--- config.mk ---
export PLATFORM = sky130hd
export DESIGN_NAME = stream_byte_reassembler
export DESIGN_NICKNAME = d
export VERILOG_FILES = /design/src/design/srb_pkg.sv /design/src/design/srb_front.sv /design/src/design/srb_back.sv /design/src/design/stream_byte_reassembler.sv
export SDC_FILE = /design/constraint.sdc
export NUM_CORES = 2
export LEC_CHECK = 0
export ABC_AREA = 1
export BUFFER_PORTS_ARGS = -buffer_cell sky130_fd_sc_hd__buf_2
export CAP_MARGIN = 20
export CORE_MARGIN = 2
export CORE_UTILIZATION = 50
export CTS_CLUSTER_DIAMETER = 80
export DETAILED_ROUTE_END_ITERATION = 10
export PLACE_DENSITY = 0.63
export SYNTH_ARGS = -nofsm -noshare
export SYNTH_HDL_FRONTEND = slang
export SYNTH_SLANG_ARGS = --single-unit
--- constraint.sdc ---
create_clock -name clock -period 6.28 [get_ports clock]
set_input_delay 1.57 -clock clock [delete_from_list [all_inputs] [get_ports clock]]
set_output_delay 1.57 -clock clock [all_outputs]
set_load 0.03 [all_outputs]
--- src/design/srb_pkg.sv ---
// Shared types and constants for the stream byte reassembler.
package srb_pkg;

   // Ring store geometry
   localparam int WINDOW      = 64;
   localparam int RING_DEPTH  = 64;
   localparam int RING_AW     = 6;
   localparam int LIM_W       = 7;
   localparam int PEND_W      = 7;
   localparam int IDX_W       = 64;

   // Queue between front and back
   localparam int QUEUE_DEPTH = 2;
   localparam int QUEUE_AW    = 1;
   localparam int QUEUE_CW    = 2;

   // Operation codes on the request side
   localparam logic [1:0] OP_DATA = 2'd0;
   localparam logic [1:0] OP_MARK = 2'd1;
   localparam logic [1:0] OP_SKIP = 2'd2;

   // Item classes handed from front to back
   localparam logic [1:0] CLS_DATA = 2'd0;
   localparam logic [1:0] CLS_MARK = 2'd1;
   localparam logic [1:0] CLS_SKIP = 2'd2;
   localparam logic [1:0] CLS_NONE = 2'd3;

   // Result kinds
   localparam logic KIND_STATUS = 1'b0;
   localparam logic KIND_BYTE   = 1'b1;

   // One classified item in the queue
   typedef struct packed {
      logic [1:0]       cls;
      logic [IDX_W-1:0] byte_index;
      logic [7:0]       data_byte;
      logic             final_flag;
      logic [LIM_W-1:0] lim;
   } item_type;

   // Queue handshake towards the back end
   typedef struct packed {
      logic     valid;
      item_type item;
   } queue_out_type;

endpackage

--- src/design/srb_front.sv ---
// Front end: takes request transfers, classifies them and queues them.
module srb_front (
   input  logic                  clock,
   input  logic                  reset,
   input  logic                  req_tvalid,
   output logic                  req_tready,
   input  logic [87:0]           req_tdata,
   input  logic [1:0]            req_tuser,
   input  logic                  req_tlast,
   output srb_pkg::queue_out_type q_out,
   input  logic                  q_pop
);
   import srb_pkg::*;

   item_type              queue_mem [QUEUE_DEPTH];
   logic [QUEUE_AW-1:0]   wr_ptr_ff, wr_ptr_in;
   logic [QUEUE_AW-1:0]   rd_ptr_ff, rd_ptr_in;
   logic [QUEUE_CW-1:0]   count_ff, count_in;
   item_type              cls_item;
   logic                  push;
   logic                  pop;
   logic [15:0]           free_space;

   assign free_space = req_tdata[87:72];
   assign req_tready = (count_ff < QUEUE_CW'(QUEUE_DEPTH));
   assign push       = req_tvalid && req_tready;
   assign pop        = q_pop && (count_ff != '0);

   // Classify the operation and clamp the free space to the window
   always_comb begin
      cls_item.byte_index = req_tdata[63:0];
      cls_item.data_byte  = req_tdata[71:64];
      cls_item.final_flag = req_tlast;
      if (free_space < 16'(WINDOW)) begin
         cls_item.lim = LIM_W'(free_space);
      end else begin
         cls_item.lim = LIM_W'(WINDOW);
      end
      case (req_tuser)
         OP_DATA: cls_item.cls = CLS_DATA;
         OP_MARK: cls_item.cls = CLS_MARK;
         OP_SKIP: cls_item.cls = CLS_SKIP;
         default: cls_item.cls = CLS_NONE;
      endcase
   end

   // Queue pointers
   always_comb begin
      wr_ptr_in = wr_ptr_ff;
      rd_ptr_in = rd_ptr_ff;
      count_in  = count_ff;
      if (push) begin
         wr_ptr_in = wr_ptr_ff + 1'b1;
      end
      if (pop) begin
         rd_ptr_in = rd_ptr_ff + 1'b1;
      end
      case ({push, pop})
         2'b10:   count_in = count_ff + 1'b1;
         2'b01:   count_in = count_ff - 1'b1;
         default: count_in = count_ff;
      endcase
   end

   always_ff @(posedge clock) begin
      if (reset) begin
         wr_ptr_ff <= '0;
         rd_ptr_ff <= '0;
         count_ff  <= '0;
      end else begin
         wr_ptr_ff <= wr_ptr_in;
         rd_ptr_ff <= rd_ptr_in;
         count_ff  <= count_in;
      end
   end

   // Queue storage
   always_ff @(posedge clock) begin
      if (push) begin
         queue_mem[wr_ptr_ff] <= cls_item;
      end
   end

   assign q_out.valid = (count_ff != '0);
   assign q_out.item  = queue_mem[rd_ptr_ff];

endmodule

--- src/design/srb_back.sv ---
// Back end: window checks, ring store, in-order drain and result register.
module srb_back (
   input  logic                  clock,
   input  logic                  reset,
   input  srb_pkg::queue_out_type q_out,
   output logic                  q_pop,
   output logic                  rsp_tvalid,
   input  logic                  rsp_tready,
   output logic [15:0]           rsp_tdata,
   output logic                  rsp_tuser,
   output logic                  rsp_tlast
);
   import srb_pkg::*;

   localparam logic [2:0] S_IDLE  = 3'd0;
   localparam logic [2:0] S_CHECK = 3'd1;
   localparam logic [2:0] S_APPLY = 3'd2;
   localparam logic [2:0] S_END   = 3'd3;
   localparam logic [2:0] S_RD    = 3'd4;
   localparam logic [2:0] S_EMIT  = 3'd5;
   localparam logic [2:0] S_STAT  = 3'd6;

   logic [2:0]            state_ff, state_in;
   item_type              item_ff, item_in;
   logic                  ok_ff, ok_in;
   logic [IDX_W-1:0]      next_index_ff, next_index_in;
   logic [PEND_W-1:0]     pending_ff, pending_in;
   logic                  end_known_ff, end_known_in;
   logic [IDX_W-1:0]      end_pos_ff, end_pos_in;
   logic                  closed_ff, closed_in;
   logic [RING_DEPTH-1:0] valid_ff, valid_in;
   logic [7:0]            rd_byte_ff;
   logic [7:0]            byte_ring [RING_DEPTH];

   logic                  rsp_valid_ff;
   logic                  rsp_kind_ff;
   logic [7:0]            rsp_byte_ff;
   logic                  rsp_closed_ff;
   logic [PEND_W-1:0]     rsp_pending_ff;
   logic                  rsp_last_ff;

   logic                  out_load;
   logic                  ld_kind;
   logic [7:0]            ld_byte;
   logic                  ld_closed;
   logic [PEND_W-1:0]     ld_pending;
   logic                  ld_last;

   logic                  mem_we;
   logic                  rd_en;
   logic                  out_free;
   logic                  at_end;
   logic [RING_AW-1:0]    slot_next;
   logic [RING_AW-1:0]    slot_item;
   logic [IDX_W-1:0]      diff;
   logic                  in_win;
   logic                  past_end;

   assign slot_next = next_index_ff[RING_AW-1:0];
   assign slot_item = item_ff.byte_index[RING_AW-1:0];
   assign out_free  = !rsp_valid_ff || rsp_tready;
   assign at_end    = end_known_ff && (next_index_ff == end_pos_ff);
   assign diff      = item_ff.byte_index - next_index_ff;
   assign in_win    = (item_ff.byte_index >= next_index_ff) &&
                      (diff < IDX_W'(item_ff.lim));
   assign past_end  = end_known_ff && (item_ff.byte_index >= end_pos_ff);

   // Sequencer
   always_comb begin
      state_in      = state_ff;
      item_in       = item_ff;
      ok_in         = ok_ff;
      next_index_in = next_index_ff;
      pending_in    = pending_ff;
      end_known_in  = end_known_ff;
      end_pos_in    = end_pos_ff;
      closed_in     = closed_ff;
      valid_in      = valid_ff;
      q_pop         = 1'b0;
      mem_we        = 1'b0;
      rd_en         = 1'b0;
      out_load      = 1'b0;
      ld_kind       = KIND_STATUS;
      ld_byte       = '0;
      ld_closed     = closed_ff;
      ld_pending    = pending_ff;
      ld_last       = 1'b1;

      case (state_ff)
         S_IDLE: begin
            if (q_out.valid) begin
               item_in  = q_out.item;
               q_pop    = 1'b1;
               state_in = S_CHECK;
            end
         end

         // Window and end-of-stream test
         S_CHECK: begin
            ok_in    = in_win && !past_end;
            state_in = S_APPLY;
         end

         // Carry out the item
         S_APPLY: begin
            state_in = S_END;
            if (closed_ff) begin
               state_in = S_STAT;
            end else begin
               case (item_ff.cls)
                  CLS_SKIP: begin
                     if (valid_ff[slot_next]) begin
                        valid_in[slot_next] = 1'b0;
                        if (pending_ff != '0) begin
                           pending_in = pending_ff - 1'b1;
                        end
                     end
                     next_index_in = next_index_ff + 1'b1;
                  end
                  CLS_DATA: begin
                     if (ok_ff) begin
                        if (!valid_ff[slot_item]) begin
                           mem_we              = 1'b1;
                           valid_in[slot_item] = 1'b1;
                           pending_in          = pending_ff + 1'b1;
                        end
                        if (item_ff.final_flag && !end_known_ff) begin
                           end_known_in = 1'b1;
                           end_pos_in   = item_ff.byte_index + 1'b1;
                        end
                     end
                  end
                  CLS_MARK: begin
                     if (ok_ff && !end_known_ff) begin
                        end_known_in = 1'b1;
                        end_pos_in   = item_ff.byte_index;
                     end
                  end
                  default: begin
                  end
               endcase
            end
         end

         // Close if the end is reached, else see whether a drain starts
         S_END: begin
            if (at_end) begin
               closed_in  = 1'b1;
               valid_in   = '0;
               pending_in = '0;
               state_in   = S_STAT;
            end else if (valid_ff[slot_next]) begin
               state_in = S_RD;
            end else begin
               state_in = S_STAT;
            end
         end

         // Read the head byte and retire its slot
         S_RD: begin
            rd_en               = 1'b1;
            valid_in[slot_next] = 1'b0;
            if (pending_ff != '0) begin
               pending_in = pending_ff - 1'b1;
            end
            next_index_in = next_index_ff + 1'b1;
            state_in      = S_EMIT;
         end

         // Push the byte; the stream may close on it
         S_EMIT: begin
            if (out_free) begin
               out_load   = 1'b1;
               ld_kind    = KIND_BYTE;
               ld_byte    = rd_byte_ff;
               ld_closed  = at_end;
               ld_pending = at_end ? '0 : pending_ff;
               ld_last    = at_end || !valid_ff[slot_next];
               if (at_end) begin
                  closed_in  = 1'b1;
                  valid_in   = '0;
                  pending_in = '0;
               end
               state_in = ld_last ? S_IDLE : S_RD;
            end
         end

         S_STAT: begin
            if (out_free) begin
               out_load = 1'b1;
               state_in = S_IDLE;
            end
         end

         default: begin
            state_in = S_IDLE;
         end
      endcase
   end

   always_ff @(posedge clock) begin
      if (reset) begin
         state_ff      <= S_IDLE;
         ok_ff         <= 1'b0;
         next_index_ff <= '0;
         pending_ff    <= '0;
         end_known_ff  <= 1'b0;
         end_pos_ff    <= '0;
         closed_ff     <= 1'b0;
         valid_ff      <= '0;
      end else begin
         state_ff      <= state_in;
         ok_ff         <= ok_in;
         next_index_ff <= next_index_in;
         pending_ff    <= pending_in;
         end_known_ff  <= end_known_in;
         end_pos_ff    <= end_pos_in;
         closed_ff     <= closed_in;
         valid_ff      <= valid_in;
      end
   end

   always_ff @(posedge clock) begin
      item_ff <= item_in;
   end

   // Ring store, one write or one registered read a cycle
   always_ff @(posedge clock) begin
      if (mem_we) begin
         byte_ring[slot_item] <= item_ff.data_byte;
      end
      if (rd_en) begin
         rd_byte_ff <= byte_ring[slot_next];
      end
   end

   // Result register
   always_ff @(posedge clock) begin
      if (reset) begin
         rsp_valid_ff <= 1'b0;
      end else if (out_load) begin
         rsp_valid_ff <= 1'b1;
      end else if (rsp_tready) begin
         rsp_valid_ff <= 1'b0;
      end
   end

   always_ff @(posedge clock) begin
      if (out_load) begin
         rsp_kind_ff    <= ld_kind;
         rsp_byte_ff    <= ld_byte;
         rsp_closed_ff  <= ld_closed;
         rsp_pending_ff <= ld_pending;
         rsp_last_ff    <= ld_last;
      end
   end

   assign rsp_tvalid = rsp_valid_ff;
   assign rsp_tdata  = {rsp_pending_ff, rsp_closed_ff, rsp_byte_ff};
   assign rsp_tuser  = rsp_kind_ff;
   assign rsp_tlast  = rsp_last_ff;

endmodule

--- src/design/stream_byte_reassembler.sv ---
// Top level of the stream byte reassembler.
//
// Request channel (req_*): one transfer per stream item. tuser carries the
// operation (data byte, empty final marker, skip one index), tlast the final
// mark, tdata the absolute byte index, the byte and the free space.
// Result channel (rsp_*): one transfer per byte pushed in order, or a single
// status transfer when an item pushes nothing; tlast marks the last result
// of each item, tuser says whether a byte is carried.
// A two-entry queue parts the request side from the sequencer, so requests
// are taken while a result waits. The sequencer works one item at a time:
// it checks and applies an item and tests for the end, then drains each byte
// from the 64-entry ring (one registered read, one result load), or loads
// a single status result. Once the stream is closed, the end check is skipped.
// Reset clears the valid marks, indexes and counts at once; no clearing
// pass is needed. When the receiver stalls, the result register holds and
// the sequencer waits; requests keep filling the queue until it is full.
module stream_byte_reassembler (
   input  logic        clock,
   input  logic        reset,
   input  logic        req_tvalid,
   output logic        req_tready,
   input  logic [87:0] req_tdata,  // byte_index[63:0], data_byte[71:64], free_space[87:72]
   input  logic [1:0]  req_tuser,  // operation[1:0]
   input  logic        req_tlast,
   output logic        rsp_tvalid,
   input  logic        rsp_tready,
   output logic [15:0] rsp_tdata,  // out_byte[7:0], stream_closed[8], pending_bytes[15:9]
   output logic        rsp_tuser,  // kind[0]
   output logic        rsp_tlast
);
   import srb_pkg::*;

   queue_out_type q_out;
   logic          q_pop;

   srb_front u_front (
      .clock      (clock),
      .reset      (reset),
      .req_tvalid (req_tvalid),
      .req_tready (req_tready),
      .req_tdata  (req_tdata),
      .req_tuser  (req_tuser),
      .req_tlast  (req_tlast),
      .q_out      (q_out),
      .q_pop      (q_pop)
   );

   srb_back u_back (
      .clock      (clock),
      .reset      (reset),
      .q_out      (q_out),
      .q_pop      (q_pop),
      .rsp_tvalid (rsp_tvalid),
      .rsp_tready (rsp_tready),
      .rsp_tdata  (rsp_tdata),
      .rsp_tuser  (rsp_tuser),
      .rsp_tlast  (rsp_tlast)
   );

endmodule

* After elaboration in Yosys (flattened, before gate mapping)
Memory sizes are Yosys's and may differ from the RTL's. A register that Yosys moved wholly into a read port is not among the register bits. Index checks and enable logic that the tools add are counted.
Word-level totals: input port bits 95, word-level logic and storage cells 171, flip-flop bits (word level) 228, memories kept 2, output and inout bits 20, memory bits (writable) 676
Memories:
- u_back.byte_ring | depth 64, bits a word 8, read ports 1, clocked after memory_dff 1, wr ports 1, line srb_back.sv:33 | logic [7:0] byte_ring [RING_DEPTH];
- u_front.queue_mem | depth 2, bits a word 82, read ports 1, clocked after memory_dff 1, wr ports 1, line srb_front.sv:15 | item_type queue_mem [QUEUE_DEPTH];
Operators by class: reductions and logical operators 36, eq/ne operators 25, mux-type cells 69, magnitude comparators 9, add/sub/neg operators 9, bitwise gates (word level) 4
Operators with widths (number):
- $mux 64 | 11
- $pmux 64 s2 | 3
- $pmux 64 s4 | 1
- $add 64x1->64 const B | 2
- $ge 64x64->1 | 2
- $and 64x64->64 | 1
- $eq 64x64->1 | 1
- $lt 64x7->1 | 1
- $not 64->64 | 1
- $or 64x64->64 | 1
- $sub 64x64->64 | 1
- $mux 7 | 9
- $pmux 7 s4 | 1
- $mux 1 | 27
- $pmux 3 s7 | 1
- $mux 3 | 6
- $lt 16x7->1 const B | 1
- $lt 6x7->1 const B | 2
- $pmux 7 s2 | 1
- $bmux 1 s6 | 2
- $demux 1 s6 | 2
- $ge 6x1->1 const B | 2
- $reduce_and 6->1 | 2
- $reduce_bool 2->1 | 6
- 31 further kinds | 65

* Longest topological paths before layout
depth in word-level cells 10, mapped depth 24, gate-level depth less buffers 23

* By module
From an unflattened synthesis, not the netlist that was laid out.
Second synthesis, totals: cell total of the unflattened synthesis 5627, area, all modules 51271.7 um^2
Modules (own cells, without submodules):
- srb_back | cells each 5314, area an instance 44624.0 um^2, instances 1
- srb_front | cells each 313, area an instance 6647.6 um^2, instances 1

* Worst setup path before layout
Ideal clock, no wire load.
path type input to register, from in req_tvalid, to mem u_front.queue_mem[1][0] (netlist bit) (enable), stages on the path 2, buffers on the path 0, arrival 5120 ps, setup time 525 ps, path slack 636 ps, cells stage by stage nand2_1 nor2_1
On the way: longest elaborated chain between the ends 3
RTL lines:
- from (decl) | line stream_byte_reassembler.sv:20 | input logic req_tvalid,
- $logic_and 1x1->1 | line srb_front.sv:26 | assign push = req_tvalid && req_tready;
- $mux 1 | line srb_front.sv:79 | if (push) begin
- $mux 1 (implied by the code) | line srb_front.sv:80 | queue_mem[wr_ptr_ff] <= cls_item;
- to (decl) | line srb_front.sv:15
No other way between the ends.

* Final worst setup path
from reg u_back.item_ff[18] (netlist bit), to mem u_back.byte_ring[40][0] (enable)
On the way: longest elaborated chain between the ends 9
RTL lines:
- from (decl) | line srb_back.sv:24 | item_type item_ff, item_in;
- from (signal assigned) | line srb_back.sv:224 | item_ff <= item_in;
- $bmux 1 s6 | line srb_back.sv:122 | if (!valid_ff[slot_item]) begin
- $mux 1 (implied by the code) | line srb_back.sv:122
- $mux 1 | line srb_back.sv:122
- $mux 1 | line srb_back.sv:121 | if (ok_ff) begin
- $mux 1 | line srb_back.sv:110 | case (item_ff.cls)
- $mux 1 | line srb_back.sv:107 | if (closed_ff) begin
- $mux 1 | line srb_back.sv:89 | case (state_ff)
- $mux 1 | line srb_back.sv:229 | if (mem_we) begin
- $mux 1 (implied by the code) | line srb_back.sv:230 | byte_ring[slot_item] <= item_ff.data_byte;
- to (decl) | line srb_back.sv:33
Parallel ways exist; a longest one is shown, timed or not. The select of a mux whose other input is x is not followed.

==> run summary <==
===========================================================================================
Maxcap violations                                                                         0
Ports                                                                                   115
Non-filler cells in the finished layout                                                7375
Congestion Overflow GR                                                                    0
Final number of hold-violating endpoints                                                  0
Mean Syn Cell Area                                                                8.775 µm²
Residual DRC count                                                                        0
Most used flip-flop cell after synthesis                                           edfxtp_1
Reg-to-Reg Start                                                               u_back.item_ff[18]$_DFFE_PP_
Routed via count                                                                      42717
DRT Pass-1 Iters                                                                          6
Gp weighted congestion                                                                1.017
HPWL after detailed placement                                                     123600 µm
Largest clock skew in the final design                                           0.02747 ns
Worst flop-to-flop path endpoint                                               u_back.byte_ring[40][0]$_DFFE_PP_
Vias per cell                                                                         5.792
DP Cell Count                                                                          7170
Core region area                                                                 0.1016 mm²
Sequential cell area                                                            0.02775 mm²
Critical Path Sink Type                                                                flop
Data arrival time of the worst path                                                 4.98 ns
PD cells                                                                       404.7 mW/mm²
Leakage power summed over all cells                                              0.02322 µW
Wire per inst                                                                      23.13 µm
Buffers inserted by post-CTS timing repair                                                0
Max Transition Viols Final                                                                0
Max Buffers Root-to-Sink                                                                  3
Worst setup SP type                                                                    flop
IO buf count                                                                            114
Slew at the pin with the worst max-slew slack                                      1.082 ns
Die Width                                                                          323.6 µm
Worst Hold Depth                                                                          2
Count of flip-flops with a built-in enable after synthesis                              784
Clock root buffer master                                                          clkbuf_16
Cts repair resizes                                                                        0
Min cycle time layout                                                              4.669 ns
Mapped Nets                                                                            6055
Die height                                                                         323.6 µm
Relative slew margins                                                                27.35%
Area growth from synthesis to final layout                                           10.86%
Required time reported for the critical path endpoint                               6.59 ns
Outcome                                                                        finished clean
Wire length of the first global-routing pass                                      249300 µm
CP Class                                                                       flop to flop
Internal reg-to-reg setup slack                                                     1.61 ns
Post-layout power                                                                  22910 µW
Yosys warns                                                                               0
Worst setup slack after layout                                                     1.611 ns
Setup repair after global routing missed its margin                                   false
Place WS                                                                           1.702 ns
Yosys reg bits                                                                          994
Tot GR Track Use                                                                     32.19%
Routed wire length                                                                170600 µm
Die outline area                                                                 0.1047 mm²
Later-pin clock latency in the skew report                                          0.71 ns
Area of the multi-input gates                                                   0.01943 mm²
Setup tns final                                                                        0 ns
Hold-fix buffers, CTS                                                                     0
Number of setup violations in the final report                                            0
Unique cell type count in the Yosys netlist                                              57
Num Clock Sinks                                                                         994
Fill cell total of the finished layout                                                 9163
Clock tree from TritonCTS                                                               yes
Post-layout net count                                                                  6155
Maximum vdd ir drop                                                               0.3456 mV
Sequential-to-total area share from yosys stat                                       54.34%
CP startpoint                                                                  u_back.item_ff[18]$_DFFE_PP_
Cell count of the worst reg-to-reg path                                                  11
Pin count of the biggest net entering global routing                                     93
Final Core Density                                                                   55.72%
Max Fanout on Critical Path                                                              56
H-tree depth reported by CTS                                                              3
Post-synthesis cell count                                                              5819
Endpoint, Worst Hold                                                           u_back.item_ff[78]$_DFFE_PP_
Class of the tightest hold or removal check                                    flop to flop
Highest clock rate                                                               0.2142 GHz
Reg clk slew, reported paths                                                        0.06 ns
Post-synth ARST share                                                                    0%
Period utilization                                                                   74.35%
Core Rows                                                                               117
Starting Density                                                                     50.26%
Synthesized cell area                                                           0.05106 mm²
Critical hold path startpoint                                                  u_front.queue_mem[0][78]$_DFFE_PP_
Proportion of layout cells with a drive suffix above 1                               6.863%
Vias in the first global route                                                        38341
Num CTS Buffers                                                                         104
Antenna violations before repair                                                          8
Number of nets still failing antenna checks after routing                                 0
Number of design-rule violations left by the first detailed-router iteration           6193
===========================================================================================
==> stage by stage <==
step | area, µm² | hold WS, ns
3_5_place_dp | 53060 | 0.4901
2_1_floorplan | 51060 | 0.4432
5_1_grt | 56600 | 0.5328
6_report | 56610 | 0.5036
4_1_cts | 56510 | 0.5048
3_3_place_gp | 53050 | 0.4869
==> power breakdown <==
| part | switching, µW | leakage (µW) | internal (µW) | total (µW) |
|---|---|---|---|---|
| clock network | 2600 | 0.00167 | 3630 | 6230 |
| registers | 882 | 0.00884 | 8250 | 9130 |
| logic | 5430 | 0.0127 | 2110 | 7550 |
| total | 8920 | 0.0232 | 14000 | 22900 |
==> metal layers <==
layer  share of wire, %  routed length, µm  vias to the layer above  GRT usage (%)
met3                 11              19320                      239          6.774
met2                 40              68520                     2234          44.05
met5              0.032                 55                        -              0
met1                 47              79340                    20287          51.82
met4                2.0               3372                        8          6.605
li1                   -                  -                    19949              -
==> area by class of cell <==
cell class	count	share of cell area, %
antenna	4	0.01768
multi-input combinational	3802	34.32
timing repair buffer	185	1.994
sequential	994	49.02
clock inverter	57	1.114
tap	1368	3.024
clock buffer	133	4.989
inverter	832	5.524
==> cells in the mapped netlist, types with 3 or more instances <==
cell type / instances / area share, %
nand2_1: 1526 / 11
inv_1: 806 / 5.9
edfxtp_1: 784 / 46
nor2_1: 530 / 3.9
a21oi_1: 310 / 3.0
o21ai_0: 218 / 2.1
dfxtp_1: 210 / 8.2
nand3_1: 176 / 1.7
nor3_1: 174 / 1.7
nand4_1: 144 / 1.8
ha_1: 140 / 3.4
clkbuf_1: 126 / 0.93
a22oi_1: 89 / 1.3
xor2_1: 71 / 1.2
a221oi_1: 59 / 1.0
a22o_1: 51 / 0.87
o211ai_1: 51 / 0.75
a211oi_1: 36 / 0.53
nor4_1: 36 / 0.44
o22ai_1: 35 / 0.43
buf_2: 27 / 0.26
buf_1: 21 / 0.15
inv_2: 18 / 0.13
o21ai_1: 18 / 0.18
xnor2_1: 18 / 0.31
nor2_2: 14 / 0.17
o2111ai_1: 13 / 0.22
nand3_2: 12 / 0.24
nand3b_1: 12 / 0.18
buf_4: 11 / 0.16
o21bai_1: 10 / 0.15
o221ai_1: 10 / 0.17
clkinv_1: 8 / 0.059
buf_6: 6 / 0.13
nor3_2: 5 / 0.098
nor3b_1: 5 / 0.074
o21a_1: 5 / 0.074
a31oi_1: 4 / 0.049
and3_1: 4 / 0.049
and2_1: 3 / 0.037
o31ai_1: 3 / 0.044
==> flip-flops by register name, summed over array words and instances, names as in the netlist, 2 cells and up <==
signal / flops
u_back.next_index_ff: 64
u_back.state_ff: 3
u_back.end_pos_ff: 64
u_back.byte_ring: 512
u_back.rd_byte_ff: 8
u_front.count_ff: 2
u_back.valid_ff: 64
u_back.rsp_pending_ff: 7
u_back.rsp_byte_ff: 8
u_front.queue_mem: 164
u_back.pending_ff: 7
u_back.item_ff: 82
==> worst max-delay path by stage <==
stage / end / slack (ns) / cells past startpoint
after detailed placement: u_back.byte_ring[9][2]$_DFFE_PP_ / 1.70 / 11
final: u_back.byte_ring[40][0]$_DFFE_PP_ / 1.61 / 11
after CTS: u_back.byte_ring[9][2]$_DFFE_PP_ / 1.66 / 11
after global routing: u_back.byte_ring[28][1]$_DFFE_PP_ / 1.38 / 11
after global placement: u_back.byte_ring[9][4]$_DFFE_PP_ / 1.94 / 11
after floorplan: u_front.queue_mem[1][0]$_DFFE_PP_ / 0.64 / 2
==> critical path, stage by stage (launching register included) <==
cell and delay, ns:
edfxtp_1 0.58, nand3_2 0.64, inv_1 0.44, a221oi_1 0.42, nand2_1 0.09, nand2_1 0.06, nand2_1 0.05, nor2_1 0.09
nand3b_1 0.17, nand3b_1 0.43, buf_12 0.32, nor3_1 0.86
==> cells by family after synthesis <==
family	Yosys count	share of synthesized area [%]
buf+inv	1023	7.756
compound gates	920	11.09
xor+xnor	89	1.527
flops	994	54.34
fa+ha+maj	141	3.470
simple gates	2652	21.81
==> cell usage in the layout (no fill, tap or decap), drive strengths merged, types with 59 or more instances in the layout <==
cell	netlist	final
nand4	144	144
inv	824	826
nor3	180	180
nand3	188	188
dfxtp	210	210
xor2	71	71
buf	65	179
clkbuf	126	139
edfxtp	784	784
o21ai	236	236
nor2	546	546
nand2	1527	1527
a22oi	89	89
ha	140	140
a21oi	311	311
a221oi	59	59
Note: power is estimated with default switching activity, not from simulation.
